`src/hdl/rdsg_pkg.sv`:
```
package rdsg_pkg;

   // Buffer geometry
   localparam int TEXT_LEN    = 64;   // radio text length, kept even
   localparam int NAME_LEN    = 8;
   localparam int NAME_AW     = $clog2(NAME_LEN);
   localparam int TEXT_WORDS  = (TEXT_LEN + 3) / 4;
   localparam int TEXT_AW     = $clog2(TEXT_WORDS);
   localparam int QUEUE_DEPTH = 2;

   localparam logic [7:0] CHAR_SPACE    = 8'h20;
   localparam logic [7:0] CHAR_PRINT_LO = 8'd32;
   localparam logic [7:0] CHAR_PRINT_HI = 8'd127;
   localparam logic [3:0] MATCH_MAX     = 4'd15;
   localparam logic [2:0] EMERGENCY_PTY = 3'd7;

   // Configuration register indexes
   localparam logic CSR_NAME_REPEATS = 1'b0;
   localparam logic CSR_ERROR_LIMIT  = 1'b1;

   // Request kinds
   localparam logic [2:0] KIND_GROUP     = 3'd0;
   localparam logic [2:0] KIND_READ_NAME = 3'd1;
   localparam logic [2:0] KIND_READ_TEXT = 3'd2;
   localparam logic [2:0] KIND_STATUS    = 3'd3;
   localparam logic [2:0] KIND_CLEAR     = 3'd4;

   // RDS group types
   localparam logic [3:0] GROUP_BASIC = 4'd0;
   localparam logic [3:0] GROUP_PIN   = 4'd1;
   localparam logic [3:0] GROUP_TEXT  = 4'd2;
   localparam logic [3:0] GROUP_CLOCK = 4'd4;

   // Result events
   localparam logic [2:0] EV_IGNORED    = 3'd0;
   localparam logic [2:0] EV_NAME_CHARS = 3'd1;
   localparam logic [2:0] EV_NAME_CYCLE = 3'd2;
   localparam logic [2:0] EV_TEXT_CHARS = 3'd3;
   localparam logic [2:0] EV_TEXT_CYCLE = 3'd4;
   localparam logic [2:0] EV_FIELDS     = 3'd5;
   localparam logic [2:0] EV_READ       = 3'd6;

   typedef enum logic [3:0] {
      OP_IGNORE,
      OP_GROUP0,
      OP_GROUP1,
      OP_GROUP2,
      OP_GROUP4A,
      OP_GROUP_OTHER,
      OP_READ_NAME,
      OP_READ_TEXT,
      OP_STATUS,
      OP_CLEAR
   } op_type;

   typedef struct packed {
      logic [2:0]  kind;
      logic [15:0] block_b;
      logic [15:0] block_c;
      logic [15:0] block_d;
      logic [1:0]  err_a;
      logic [1:0]  err_b;
      logic        data_ready;
      logic        data_synced;
      logic [5:0]  read_index;
   } req_type;

   typedef struct packed {
      logic [2:0]  event_res;
      logic        stereo_flag;
      logic        compressed_flag;
      logic        static_pty_flag;
      logic        traffic_announcement;
      logic        emergency_flag;
      logic        clear_screen;
      logic        name_confirmed;
      logic [4:0]  clock_hours;
      logic [5:0]  clock_minutes;
      logic [15:0] pin_packed;
      logic [7:0]  read_char;
   } rsp_type;

   typedef struct packed {
      logic [3:0] name_repeats;
      logic [2:0] name_error_limit;
   } cfg_type;

   // Classified request as it travels from front to back
   typedef struct packed {
      op_type      op;
      logic [15:0] block_b;
      logic [15:0] block_c;
      logic [15:0] block_d;
      logic        clean;
      logic        text_ok;
      logic        name_chars;
      logic [5:0]  read_index;
   } cmd_type;

   function automatic logic is_printable(input logic [7:0] c);
      return (c > CHAR_PRINT_LO) && (c < CHAR_PRINT_HI);
   endfunction

endpackage

```
`src/hdl/rdsg_ram.sv`:
```
module rdsg_ram #(
   parameter int WIDTH = 16,
   parameter int DEPTH = 16
) (
   input  logic                     clock,
   input  logic                     wr_en,
   input  logic [$clog2(DEPTH)-1:0] wr_addr,
   input  logic [WIDTH-1:0]         wr_data,
   input  logic                     rd_en,
   input  logic [$clog2(DEPTH)-1:0] rd_addr,
   output logic [WIDTH-1:0]         rd_data
);

   logic [WIDTH-1:0] mem_ff [DEPTH];
   logic [WIDTH-1:0] rd_data_ff;

   // Write port and registered read port
   always_ff @(posedge clock) begin
      if (wr_en) begin
         mem_ff[wr_addr] <= wr_data;
      end
      if (rd_en) begin
         rd_data_ff <= mem_ff[rd_addr];
      end
   end

   assign rd_data = rd_data_ff;

endmodule

```
`src/hdl/rdsg_front.sv`:
```
module rdsg_front (
   input  rdsg_pkg::req_type req_data,
   input  rdsg_pkg::cfg_type cfg,
   output rdsg_pkg::cmd_type cmd
);

   logic [3:0] group_kind;
   logic       ver_a;
   logic [2:0] errs;

   assign group_kind = req_data.block_b[15:12];
   assign ver_a      = req_data.block_b[11];
   assign errs       = {1'b0, req_data.err_a} + {1'b0, req_data.err_b};

   // Classify the request and work out its acceptance conditions
   always_comb begin
      cmd.block_b    = req_data.block_b;
      cmd.block_c    = req_data.block_c;
      cmd.block_d    = req_data.block_d;
      cmd.read_index = req_data.read_index;
      cmd.clean      = (errs == 3'd0) && req_data.data_synced;
      cmd.text_ok    = (errs == 3'd0) && req_data.data_synced && req_data.data_ready;
      cmd.name_chars = (errs <= cfg.name_error_limit)
                       && rdsg_pkg::is_printable(req_data.block_d[15:8])
                       && rdsg_pkg::is_printable(req_data.block_d[7:0]);
      unique case (req_data.kind)
         rdsg_pkg::KIND_GROUP: begin
            if (group_kind == rdsg_pkg::GROUP_BASIC) begin
               cmd.op = rdsg_pkg::OP_GROUP0;
            end else if (group_kind == rdsg_pkg::GROUP_PIN) begin
               cmd.op = rdsg_pkg::OP_GROUP1;
            end else if (group_kind == rdsg_pkg::GROUP_TEXT) begin
               cmd.op = rdsg_pkg::OP_GROUP2;
            end else if (group_kind == rdsg_pkg::GROUP_CLOCK && ver_a) begin
               cmd.op = rdsg_pkg::OP_GROUP4A;
            end else begin
               cmd.op = rdsg_pkg::OP_GROUP_OTHER;
            end
         end
         rdsg_pkg::KIND_READ_NAME: cmd.op = rdsg_pkg::OP_READ_NAME;
         rdsg_pkg::KIND_READ_TEXT: cmd.op = rdsg_pkg::OP_READ_TEXT;
         rdsg_pkg::KIND_STATUS:    cmd.op = rdsg_pkg::OP_STATUS;
         rdsg_pkg::KIND_CLEAR:     cmd.op = rdsg_pkg::OP_CLEAR;
         default:                  cmd.op = rdsg_pkg::OP_IGNORE;
      endcase
   end

endmodule

```
`src/hdl/rdsg_queue.sv`:
```
module rdsg_queue (
   input  logic              clock,
   input  logic              reset,
   input  logic              push,
   input  rdsg_pkg::cmd_type push_data,
   output logic              full,
   input  logic              pop,
   output logic              head_valid,
   output rdsg_pkg::cmd_type head_data
);

   localparam int PW = (rdsg_pkg::QUEUE_DEPTH > 1) ? $clog2(rdsg_pkg::QUEUE_DEPTH) : 1;
   localparam int CW = $clog2(rdsg_pkg::QUEUE_DEPTH + 1);
   localparam logic [PW-1:0] LAST_PTR = PW'(rdsg_pkg::QUEUE_DEPTH - 1);

   rdsg_pkg::cmd_type entry_ff [rdsg_pkg::QUEUE_DEPTH];
   logic [PW-1:0] wr_ptr_ff, wr_ptr_in;
   logic [PW-1:0] rd_ptr_ff, rd_ptr_in;
   logic [CW-1:0] count_ff, count_in;

   assign full       = (count_ff == CW'(rdsg_pkg::QUEUE_DEPTH));
   assign head_valid = (count_ff != '0);
   assign head_data  = entry_ff[rd_ptr_ff];

   // Advance pointers and occupancy
   always_comb begin
      wr_ptr_in = wr_ptr_ff;
      rd_ptr_in = rd_ptr_ff;
      count_in  = count_ff;
      if (push) begin
         wr_ptr_in = (wr_ptr_ff == LAST_PTR) ? '0 : wr_ptr_ff + 1'b1;
      end
      if (pop) begin
         rd_ptr_in = (rd_ptr_ff == LAST_PTR) ? '0 : rd_ptr_ff + 1'b1;
      end
      if (push && !pop) begin
         count_in = count_ff + 1'b1;
      end else if (pop && !push) begin
         count_in = count_ff - 1'b1;
      end
   end

   always_ff @(posedge clock) begin
      if (reset) begin
         wr_ptr_ff <= '0;
         rd_ptr_ff <= '0;
         count_ff  <= '0;
      end else begin
         wr_ptr_ff <= wr_ptr_in;
         rd_ptr_ff <= rd_ptr_in;
         count_ff  <= count_in;
      end
   end

   // Hold entries until written
   always_ff @(posedge clock) begin
      if (push) begin
         entry_ff[wr_ptr_ff] <= push_data;
      end
   end

endmodule

```
`src/hdl/rdsg_back.sv`:
```
module rdsg_back (
   input  logic              clock,
   input  logic              reset,
   input  rdsg_pkg::cfg_type cfg,
   input  logic              head_valid,
   input  rdsg_pkg::cmd_type head_data,
   output logic              pop,
   output logic              rsp_valid,
   input  logic              rsp_stall,
   output rdsg_pkg::rsp_type rsp_data
);

   localparam int NL = rdsg_pkg::NAME_LEN;
   localparam int TW = rdsg_pkg::TEXT_WORDS;
   localparam int AW = rdsg_pkg::TEXT_AW;
   localparam int NAME_AW_W = rdsg_pkg::NAME_AW;

   // Name and tracker state
   logic [NL-1:0][7:0] name_rx_ff, name_rx_in;
   logic [NL-1:0][7:0] name_kept_ff, name_kept_in;
   logic [1:0]         name_last_seg_ff, name_last_seg_in;
   logic [3:0]         name_match_ff, name_match_in;
   logic               name_ok_ff, name_ok_in;
   logic [5:0]         text_last_off_ff, text_last_off_in;
   logic [TW-1:0]      hi_valid_ff, hi_valid_in;
   logic [TW-1:0]      lo_valid_ff, lo_valid_in;

   // Flags, time and PIN
   logic        stereo_ff, stereo_in;
   logic        compressed_ff, compressed_in;
   logic        static_pty_ff, static_pty_in;
   logic        ta_ff, ta_in;
   logic        emergency_ff, emergency_in;
   logic        clear_latch_ff, clear_latch_in;
   logic [4:0]  hours_ff, hours_in;
   logic [5:0]  minutes_ff, minutes_in;
   logic [15:0] pin_ff, pin_in;

   // Output stage
   logic              out_valid_ff, out_valid_in;
   rdsg_pkg::rsp_type out_ff, out_in;
   logic              text_rd_ff, text_rd_in;
   logic              rd_half_ff, rd_half_in;
   logic              rd_byte_ff, rd_byte_in;
   logic              rd_hit_ff, rd_hit_in;

   // Text memory ports
   logic          hi_wr_en, lo_wr_en;
   logic [AW-1:0] hi_wr_addr, lo_wr_addr;
   logic [15:0]   hi_wr_data, lo_wr_data;
   logic          text_rd_en;
   logic [AW-1:0] text_rd_addr;
   logic [15:0]   hi_rd_data, lo_rd_data;

   logic       fire;
   logic [1:0] seg;
   logic [3:0] tseg;
   logic       ver_a;
   logic [3:0] word;
   logic       half;
   logic [5:0] off;
   logic [5:0] hi_pos, lo_pos;
   logic       name_equal;
   logic [3:0] match_inc;
   logic [2:0] ev;
   logic       cs;
   logic [7:0] name_char;
   logic [NAME_AW_W-1:0] name_idx;

   assign fire  = head_valid && (!out_valid_ff || !rsp_stall);
   assign pop   = fire;
   assign seg   = head_data.block_b[1:0];
   assign tseg  = head_data.block_b[3:0];
   assign ver_a = head_data.block_b[11];

   // Text placement: hi RAM holds positions 4w and 4w+1, lo RAM 4w+2 and 4w+3
   assign word   = ver_a ? tseg : {1'b0, tseg[3:1]};
   assign half   = ver_a ? 1'b0 : tseg[0];
   assign off    = ver_a ? {tseg, 2'b00} : {1'b0, tseg, 1'b0};
   assign hi_pos = {word, 2'b00};
   assign lo_pos = {word, 2'b10};

   assign hi_wr_addr = word[AW-1:0];
   assign lo_wr_addr = word[AW-1:0];
   assign hi_wr_data = ver_a ? head_data.block_c : head_data.block_d;
   assign lo_wr_data = head_data.block_d;

   assign text_rd_addr = head_data.read_index[AW+1:2];
   assign text_rd_en   = fire && (head_data.op == rdsg_pkg::OP_READ_TEXT);

   assign name_idx  = head_data.read_index[NAME_AW_W-1:0];
   assign name_char = (head_data.read_index < 6'(NL)) ? name_kept_ff[name_idx] : 8'd0;

   // Carry out one command against the stored state
   always_comb begin
      name_rx_in       = name_rx_ff;
      name_kept_in     = name_kept_ff;
      name_last_seg_in = name_last_seg_ff;
      name_match_in    = name_match_ff;
      name_ok_in       = name_ok_ff;
      text_last_off_in = text_last_off_ff;
      hi_valid_in      = hi_valid_ff;
      lo_valid_in      = lo_valid_ff;
      stereo_in        = stereo_ff;
      compressed_in    = compressed_ff;
      static_pty_in    = static_pty_ff;
      ta_in            = ta_ff;
      emergency_in     = emergency_ff;
      clear_latch_in   = clear_latch_ff;
      hours_in         = hours_ff;
      minutes_in       = minutes_ff;
      pin_in           = pin_ff;
      hi_wr_en         = 1'b0;
      lo_wr_en         = 1'b0;
      ev               = rdsg_pkg::EV_IGNORED;
      name_equal       = 1'b0;
      match_inc        = name_match_ff;

      // every group updates the announcement and the clear-screen latch
      if (head_data.op == rdsg_pkg::OP_GROUP0 || head_data.op == rdsg_pkg::OP_GROUP1
          || head_data.op == rdsg_pkg::OP_GROUP2 || head_data.op == rdsg_pkg::OP_GROUP4A
          || head_data.op == rdsg_pkg::OP_GROUP_OTHER) begin
         clear_latch_in = clear_latch_ff | head_data.block_b[4];
         ta_in          = head_data.block_b[5];
      end

      unique case (head_data.op)
         rdsg_pkg::OP_GROUP0: begin
            if (head_data.clean) begin
               unique case (seg)
                  2'd3:    stereo_in     = head_data.block_b[2];
                  2'd1:    compressed_in = head_data.block_b[2];
                  2'd0:    static_pty_in = head_data.block_b[2];
                  default: ;
               endcase
               ev = rdsg_pkg::EV_FIELDS;
            end
            if (head_data.name_chars) begin
               name_rx_in[{seg, 1'b0}] = head_data.block_d[15:8];
               name_rx_in[{seg, 1'b1}] = head_data.block_d[7:0];
               ev = rdsg_pkg::EV_NAME_CHARS;
               name_equal = (name_rx_in == name_kept_ff);
               match_inc  = (name_match_ff == rdsg_pkg::MATCH_MAX)
                            ? name_match_ff : name_match_ff + 4'd1;
               // wrap to a lower segment closes a name cycle
               if (seg < name_last_seg_ff) begin
                  ev = rdsg_pkg::EV_NAME_CYCLE;
                  if (name_equal) begin
                     name_match_in = match_inc;
                     if (match_inc >= cfg.name_repeats) begin
                        name_ok_in = 1'b1;
                     end
                  end else begin
                     name_kept_in  = name_rx_in;
                     name_match_in = 4'd0;
                     name_ok_in    = 1'b0;
                  end
               end
               name_last_seg_in = seg;
            end
         end
         rdsg_pkg::OP_GROUP1: begin
            if (head_data.clean) begin
               pin_in = head_data.block_d;
               if (ver_a) begin
                  emergency_in = (head_data.block_c[14:12] == rdsg_pkg::EMERGENCY_PTY);
               end
               ev = rdsg_pkg::EV_FIELDS;
            end
         end
         rdsg_pkg::OP_GROUP2: begin
            if (head_data.text_ok) begin
               // characters past the buffer end are dropped
               hi_wr_en = (ver_a || !half) && (hi_pos < rdsg_pkg::TEXT_LEN);
               lo_wr_en = (ver_a || half) && (lo_pos < rdsg_pkg::TEXT_LEN);
               if (hi_wr_en) begin
                  hi_valid_in[word[AW-1:0]] = 1'b1;
               end
               if (lo_wr_en) begin
                  lo_valid_in[word[AW-1:0]] = 1'b1;
               end
               ev = (off < text_last_off_ff) ? rdsg_pkg::EV_TEXT_CYCLE
                                              : rdsg_pkg::EV_TEXT_CHARS;
               text_last_off_in = off;
            end
         end
         rdsg_pkg::OP_GROUP4A: begin
            if (head_data.clean) begin
               minutes_in = head_data.block_d[11:6];
               hours_in   = {head_data.block_c[0], head_data.block_d[15:12]};
               ev = rdsg_pkg::EV_FIELDS;
            end
         end
         rdsg_pkg::OP_READ_NAME,
         rdsg_pkg::OP_READ_TEXT,
         rdsg_pkg::OP_STATUS: begin
            ev = rdsg_pkg::EV_READ;
         end
         rdsg_pkg::OP_CLEAR: begin
            name_rx_in       = {NL{rdsg_pkg::CHAR_SPACE}};
            name_kept_in     = {NL{rdsg_pkg::CHAR_SPACE}};
            name_last_seg_in = 2'd0;
            name_match_in    = 4'd0;
            name_ok_in       = 1'b0;
            text_last_off_in = 6'd0;
            hi_valid_in      = '0;
            lo_valid_in      = '0;
         end
         rdsg_pkg::OP_GROUP_OTHER,
         rdsg_pkg::OP_IGNORE: ;
         default: ;
      endcase

      // status read reports the latch, then drops it
      cs = clear_latch_in;
      if (head_data.op == rdsg_pkg::OP_STATUS) begin
         clear_latch_in = 1'b0;
      end
   end

   // Build the result as it leaves the back end
   always_comb begin
      out_in.event_res            = ev;
      out_in.stereo_flag          = stereo_in;
      out_in.compressed_flag      = compressed_in;
      out_in.static_pty_flag      = static_pty_in;
      out_in.traffic_announcement = ta_in;
      out_in.emergency_flag       = emergency_in;
      out_in.clear_screen         = cs;
      out_in.name_confirmed       = name_ok_in;
      out_in.clock_hours          = hours_in;
      out_in.clock_minutes        = minutes_in;
      out_in.pin_packed           = pin_in;
      out_in.read_char            = (head_data.op == rdsg_pkg::OP_READ_NAME) ? name_char : 8'd0;
      text_rd_in = (head_data.op == rdsg_pkg::OP_READ_TEXT)
                   && (head_data.read_index < rdsg_pkg::TEXT_LEN);
      rd_half_in = head_data.read_index[1];
      rd_byte_in = head_data.read_index[0];
      rd_hit_in  = head_data.read_index[1] ? lo_valid_ff[text_rd_addr]
                                           : hi_valid_ff[text_rd_addr];
      out_valid_in = fire || (out_valid_ff && rsp_stall);
   end

   always_ff @(posedge clock) begin
      if (reset) begin
         name_rx_ff       <= {NL{rdsg_pkg::CHAR_SPACE}};
         name_kept_ff     <= {NL{rdsg_pkg::CHAR_SPACE}};
         name_last_seg_ff <= 2'd0;
         name_match_ff    <= 4'd0;
         name_ok_ff       <= 1'b0;
         text_last_off_ff <= 6'd0;
         hi_valid_ff      <= '0;
         lo_valid_ff      <= '0;
         stereo_ff        <= 1'b0;
         compressed_ff    <= 1'b0;
         static_pty_ff    <= 1'b0;
         ta_ff            <= 1'b0;
         emergency_ff     <= 1'b0;
         clear_latch_ff   <= 1'b0;
         hours_ff         <= 5'd0;
         minutes_ff       <= 6'd0;
         pin_ff           <= 16'd0;
         out_valid_ff     <= 1'b0;
      end else begin
         if (fire) begin
            name_rx_ff       <= name_rx_in;
            name_kept_ff     <= name_kept_in;
            name_last_seg_ff <= name_last_seg_in;
            name_match_ff    <= name_match_in;
            name_ok_ff       <= name_ok_in;
            text_last_off_ff <= text_last_off_in;
            hi_valid_ff      <= hi_valid_in;
            lo_valid_ff      <= lo_valid_in;
            stereo_ff        <= stereo_in;
            compressed_ff    <= compressed_in;
            static_pty_ff    <= static_pty_in;
            ta_ff            <= ta_in;
            emergency_ff     <= emergency_in;
            clear_latch_ff   <= clear_latch_in;
            hours_ff         <= hours_in;
            minutes_ff       <= minutes_in;
            pin_ff           <= pin_in;
         end
         out_valid_ff <= out_valid_in;
      end
   end

   // Hold the result payload while stalled
   always_ff @(posedge clock) begin
      if (fire) begin
         out_ff     <= out_in;
         text_rd_ff <= text_rd_in;
         rd_half_ff <= rd_half_in;
         rd_byte_ff <= rd_byte_in;
         rd_hit_ff  <= rd_hit_in;
      end
   end

   rdsg_ram #(.WIDTH(16), .DEPTH(TW)) u_text_hi (
      .clock   (clock),
      .wr_en   (fire && hi_wr_en),
      .wr_addr (hi_wr_addr),
      .wr_data (hi_wr_data),
      .rd_en   (text_rd_en),
      .rd_addr (text_rd_addr),
      .rd_data (hi_rd_data)
   );

   rdsg_ram #(.WIDTH(16), .DEPTH(TW)) u_text_lo (
      .clock   (clock),
      .wr_en   (fire && lo_wr_en),
      .wr_addr (lo_wr_addr),
      .wr_data (lo_wr_data),
      .rd_en   (text_rd_en),
      .rd_addr (text_rd_addr),
      .rd_data (lo_rd_data)
   );

   // Pick the text byte; entries never written since a clear read as spaces
   logic [15:0] rd_word;
   logic [7:0]  text_char;

   assign rd_word   = rd_half_ff ? lo_rd_data : hi_rd_data;
   assign text_char = !rd_hit_ff ? rdsg_pkg::CHAR_SPACE
                    : (rd_byte_ff ? rd_word[7:0] : rd_word[15:8]);

   always_comb begin
      rsp_data = out_ff;
      if (text_rd_ff) begin
         rsp_data.read_char = text_char;
      end
   end

   assign rsp_valid = out_valid_ff;

endmodule

```
`src/hdl/rds_group_decoder.sv`:
```
// Path: an accepted request waits in a two-entry queue that parts front and back,
// then the back end registers its result. Throughput: one request per cycle while
// the result side does not stall, set by the back end applying one command per
// cycle to the flag registers and the text memories (one write port each).
// Reset: synchronous, active high; buffers read as spaces, flags, trackers,
// time and PIN clear, configuration returns to four repeats and error limit two.
module rds_group_decoder (
   input  logic              clock,
   input  logic              reset,
   input  logic              req_valid,
   output logic              req_stall,
   input  rdsg_pkg::req_type req_data,
   output logic              rsp_valid,
   input  logic              rsp_stall,
   output rdsg_pkg::rsp_type rsp_data,
   input  logic              csr_wr_en,
   input  logic              csr_index,
   input  logic [3:0]        csr_wdata
);

   rdsg_pkg::cfg_type cfg_ff, cfg_in;
   rdsg_pkg::cmd_type front_cmd;
   rdsg_pkg::cmd_type head_data;
   logic              queue_full;
   logic              head_valid;
   logic              pop;

   // Decode configuration writes
   always_comb begin
      cfg_in = cfg_ff;
      if (csr_wr_en) begin
         unique case (csr_index)
            rdsg_pkg::CSR_NAME_REPEATS: cfg_in.name_repeats     = csr_wdata;
            rdsg_pkg::CSR_ERROR_LIMIT:  cfg_in.name_error_limit = csr_wdata[2:0];
            default: ;
         endcase
      end
   end

   always_ff @(posedge clock) begin
      if (reset) begin
         cfg_ff.name_repeats     <= 4'd4;
         cfg_ff.name_error_limit <= 3'd2;
      end else begin
         cfg_ff <= cfg_in;
      end
   end

   assign req_stall = queue_full;

   rdsg_front u_front (
      .req_data (req_data),
      .cfg      (cfg_ff),
      .cmd      (front_cmd)
   );

   rdsg_queue u_queue (
      .clock      (clock),
      .reset      (reset),
      .push       (req_valid && !queue_full),
      .push_data  (front_cmd),
      .full       (queue_full),
      .pop        (pop),
      .head_valid (head_valid),
      .head_data  (head_data)
   );

   rdsg_back u_back (
      .clock      (clock),
      .reset      (reset),
      .cfg        (cfg_ff),
      .head_valid (head_valid),
      .head_data  (head_data),
      .pop        (pop),
      .rsp_valid  (rsp_valid),
      .rsp_stall  (rsp_stall),
      .rsp_data   (rsp_data)
   );

endmodule

```
`config.mk`:
```
export PLATFORM = sky130hd
export DESIGN_NAME = rds_group_decoder
export DESIGN_NICKNAME = d
export VERILOG_FILES = /design/src/hdl/rdsg_pkg.sv /design/src/hdl/rdsg_ram.sv /design/src/hdl/rdsg_front.sv /design/src/hdl/rdsg_queue.sv /design/src/hdl/rdsg_back.sv /design/src/hdl/rds_group_decoder.sv
export SDC_FILE = /design/constraint.sdc
export NUM_CORES = 2
export LEC_CHECK = 0
export ABC_CLOCK_PERIOD_IN_PS = 4990
export BUFFER_PORTS_ARGS = -buffer_cell sky130_fd_sc_hd__buf_2
export CORE_UTILIZATION = 25
export CTS_CLUSTER_SIZE = 10
export DETAILED_ROUTE_END_ITERATION = 8
export PLACE_DENSITY = 0.44
export RECOVER_POWER = 100
export SETUP_SLACK_MARGIN = 0.3
export SLEW_MARGIN = 5
export SYNTH_ARGS = -nofsm -noshare
export SYNTH_HDL_FRONTEND = slang
export SYNTH_SLANG_ARGS = --single-unit
```
`constraint.sdc`:
```
create_clock -name clock -period 4.99 [get_ports clock]
set_input_delay 0.998 -clock clock [delete_from_list [all_inputs] [get_ports clock]]
set_output_delay 0.998 -clock clock [all_outputs]
set_load 0.01 [all_outputs]
```
==> key figures <==
Run status
  – Outcome: complete, but fails checks
  – Violated checks: capacitance limit, slew limit

Floorplanning
  – Initial Utilization: about a quarter
  – Die area: ~160000 um2
  – Core area: between 150000 and 200000 um2
  – Die Y: ~400 um
  – Die span in x: 401 um
  – Boundary Pins: 120
  – Num rows: 146

Detailed routing
  – WL/cell: 25.1 um
  – Drt first pass iters: 7
  – Detailed Route Iter0 Violations: 2471
  – Total wire length: 134000 um
  – Vias: 26800
  – DRC Markers: 0
  – Vias per Instance: 5.01
  – ANT nets after route: 0

Hold path
  – Worst hold path cell count: 2
  – Hold path endpoint: u_back.text_last_off_ff[5]
  – HP Class: reg -> reg
  – Hold path startpoint: u_back.text_last_off_ff[5]

Timing
  – Setup_tns: 0 ns
  – Final Hold Viols: 0
  – Hold Slack: 0.451 ns
  – Final period util: 90.3%
  – Slew margin rel.: -142%
  – Slew @ Worst Pin: 3.63 ns
  – Clock Skew: around 0.041 ns
  – Final Slew Violations: 395
  – Final min period: 4.51 ns
  – Unrepaired setup endpoints after global routing: no
  – Setup Viol. Count Final: 0
  – Max frequency: ~220 MHz

Cells and area
  – Core Util, Final: ~29%
  – Area grow syn2layout: 16.1%
  – Commonest cells after routing, fill and taps aside: edfxtp_1, nand2_1, dfxtp_1
  – Final nets: 3306
  – Layout Cell Area excl Fill: around 46000 um2
  – Most common cell after layout, fill and taps aside: edfxtp_1
  – Fillers: 16100
  – Layout cells sized above 1: between 10% and 20%

Yosys
  – Synthesis-stage register bit count: 915
  – Mapped Cells: 3074
  – Number of synthesized flops with an enable pin: between 600 and 700
  – Synth cell types: 88
  – Register area share after synthesis: 63.4%
  – Top FF cell, synth: edfxtp_1
  – Post-synth ARST share: 0%
  – Cell area after synthesis: 39900 um2
  – Syn avg cell area: 13.0 um2
  – Synthesis Warnings: 0
  – Post-Synthesis Net Count: 3163

Critical path
  – Crit-path max FO: 27
  – Worst r2r src: u_queue.entry_ff[1][41]
  – Worst endpoint data arrival time: 5.01 ns
  – Critical path class: reg -> reg
  – FF-to-FF End: u_back.name_kept_ff[42]
  – Crit end category: flop
  – Slowest CP cell: edfxtp_1
  – Worst reg2reg setup slack: 0.48 ns
  – CP startpoint kind: flop
  – Largest stage delay, worst path: roughly 0.52 ns
  – Worst r2r path cells: 13
  – CP cell instances: buf_12 -> buf_4 -> or3b_2 -> and3_1 -> or3_1 -> a211oi_1 -> clkbuf_1 -> nand4_1 -> nor4_1 -> a21boi_0 -> nor2_4 -> clkbuf_2 -> o31ai_1
  – CP Data Required Time: 5.49 ns

Flow run
  – # Max-Cap Violations: 12

Clock tree
  – CTS Sinks: between 900 and 1000
  – H-tree depth: 3
  – Post-CTS setup repair buffer count: 0
  – Hold-fix buffer count after cts: 0
  – Root buffer cell: clkbuf_16
  – CTS tree: done
  – Total CTS buffers: 106
  – Clock latency on the worst-skew pair: 0.74 ns
  – Deepest clock path buffer count: 3
  – PostCTS Resize Cnt: 0
  – Clock slew at reported path FFs: ~0.06 ns

Global route
  – Antenna violations before repair: 9
  – Final global-route overflow total: 0
  – Global-route wire length before repair: 192000 um
  – Largest net degree at the start of global routing: 71
  – Number of global-route vias before repair: 26400
  – Total GRT Usage: 16.3%

Place
  – GP Congestion: 0.907
  – Cell Area, Placed: 43500 um2
  – HPWL Detailed: 88900 um
  – I/O Buffers: 114

Pwr
  – Static leakage: approximately 15 nW
  – Worst vdd ir: 0.299 mV
  – Power per cell area: between 500 and 600 nW/um2
## critical path, delay by kind of cell, from the launching register on
kind,cells,cell delay [ns]
compound gates,3,0.83
flops,1,0.52
simple gates,6,1.79
buf+inv,4,1.13
## metrics by stage
| step | power, mW | cells | setup WS (ns) |
|---|---|---|---|
| 3_5_place_dp | 17.7 | 5181 | 0.667 |
| 4_1_cts | 25.0 | 5349 | 0.620 |
| 5_1_grt | 25.6 | 5349 | 0.263 |
| 3_3_place_gp | 17.7 | 5181 | 0.656 |
| 2_1_floorplan | 14.3 | 3074 | 1.21 |
| 6_report | 24.6 | 5354 | 0.482 |
## routing by layer
| layer | up-vias | track usage, % | share of wire [%] |
|---|---|---|---|
| met4 | 4 | 4.95 | 3.2 |
| met5 | - | 0 | 0.019 |
| met1 | 13700 | 22.3 | 44 |
| met3 | 214 | 3.27 | 6.4 |
| li1 | 12000 | - | - |
| met2 | 908 | 26.1 | 46 |
## logic make-up (layout without fill, tap and decap cells)
group	Yosys count	count (layout)	share of synthesized area, %
AND/OR/NAND/NOR	1053	1053	13.1
flip-flops	915	915	63.4
AO/OA/AOI/OAI	559	559	9.05
buffers and inverters	300	503	3.49
multiplexers	221	221	10.1
adder cells (fa/ha/maj)	16	16	0.521
XOR/XNOR	10	10	0.220
other	0	5	0
## registers in the layout (all words and copies together) (netlist names), 16 cells and up, named ones only
register,count
u_queue.entry_ff,104
u_back.rsp_data,37
u_back.u_text_lo.mem_ff,256
u_back.lo_valid_ff,16
u_back.u_text_hi.mem_ff,256
u_back.hi_valid_ff,16
u_back.u_text_hi.rd_data,16
u_back.name_kept_ff,64
u_back.name_rx_ff,64
u_back.u_text_lo.rd_data,16
u_back.pin_ff,16
## cell usage after synthesis (all sizes together) (15+ instances only)
cell | instances | share of area (%)
nor3 | 77 | 0.99
dfxtp | 218 | 11
a31oi | 49 | 0.77
ha | 15 | 0.47
o41ai | 16 | 0.37
buf | 109 | 1.7
inv | 56 | 0.53
or3 | 39 | 0.61
edfxtp | 697 | 52
clkbuf | 134 | 1.3
nand2b | 15 | 0.24
mux2i | 56 | 1.4
and3b | 19 | 0.42
nand2 | 328 | 3.1
o211ai | 21 | 0.40
a211oi | 66 | 1.2
o21a | 24 | 0.45
and2 | 43 | 0.67
o31ai | 38 | 0.72
o21ai | 89 | 1.1
mux4 | 144 | 8.1
mux2 | 21 | 0.59
or4 | 20 | 0.40
nand4 | 49 | 0.77
nor4 | 34 | 0.57
nor2 | 236 | 2.2
and3 | 43 | 0.67
a21oi | 168 | 2.1
nand3 | 79 | 0.99
## how the worst max path moves through the flow
stage	to	startpoint
after floorplan	u_back.u_text_hi.mem_ff[12][0]	flop
after global placement	u_back.name_match_ff[0]	u_queue.entry_ff[1][41]
after detailed placement	u_back.name_match_ff[0]	u_queue.entry_ff[1][41]
after CTS	u_back.name_match_ff[0]	u_queue.entry_ff[1][41]
after global routing	u_back.name_kept_ff[47]	flop
final	u_back.name_kept_ff[42]	u_queue.entry_ff[1][41]
## where the power goes
part           switching, mW  total [mW]  internal, mW
registers              0.357        9.76          9.41
logic                   5.24        7.54          2.30
clock network           3.15        7.30          4.15
total                   8.75        24.6          15.9
## cell type report
| cell class | instances | area, um2 | share of cell area [%] |
|---|---|---|---|
| clock buffers | 154 | 2940 | 6.34 |
| multi-input cells | 1859 | 13400 | 28.8 |
| diodes | 5 | 12.5 | 0.0270 |
| repair buffers | 278 | 1660 | 3.58 |
| inverters | 57 | 215 | 0.465 |
| well taps | 2072 | 2590 | 5.60 |
| flip-flops and latches | 915 | 25300 | 54.6 |
| clock inverters | 14 | 238 | 0.513 |
Power figures use the tool's default switching activity.
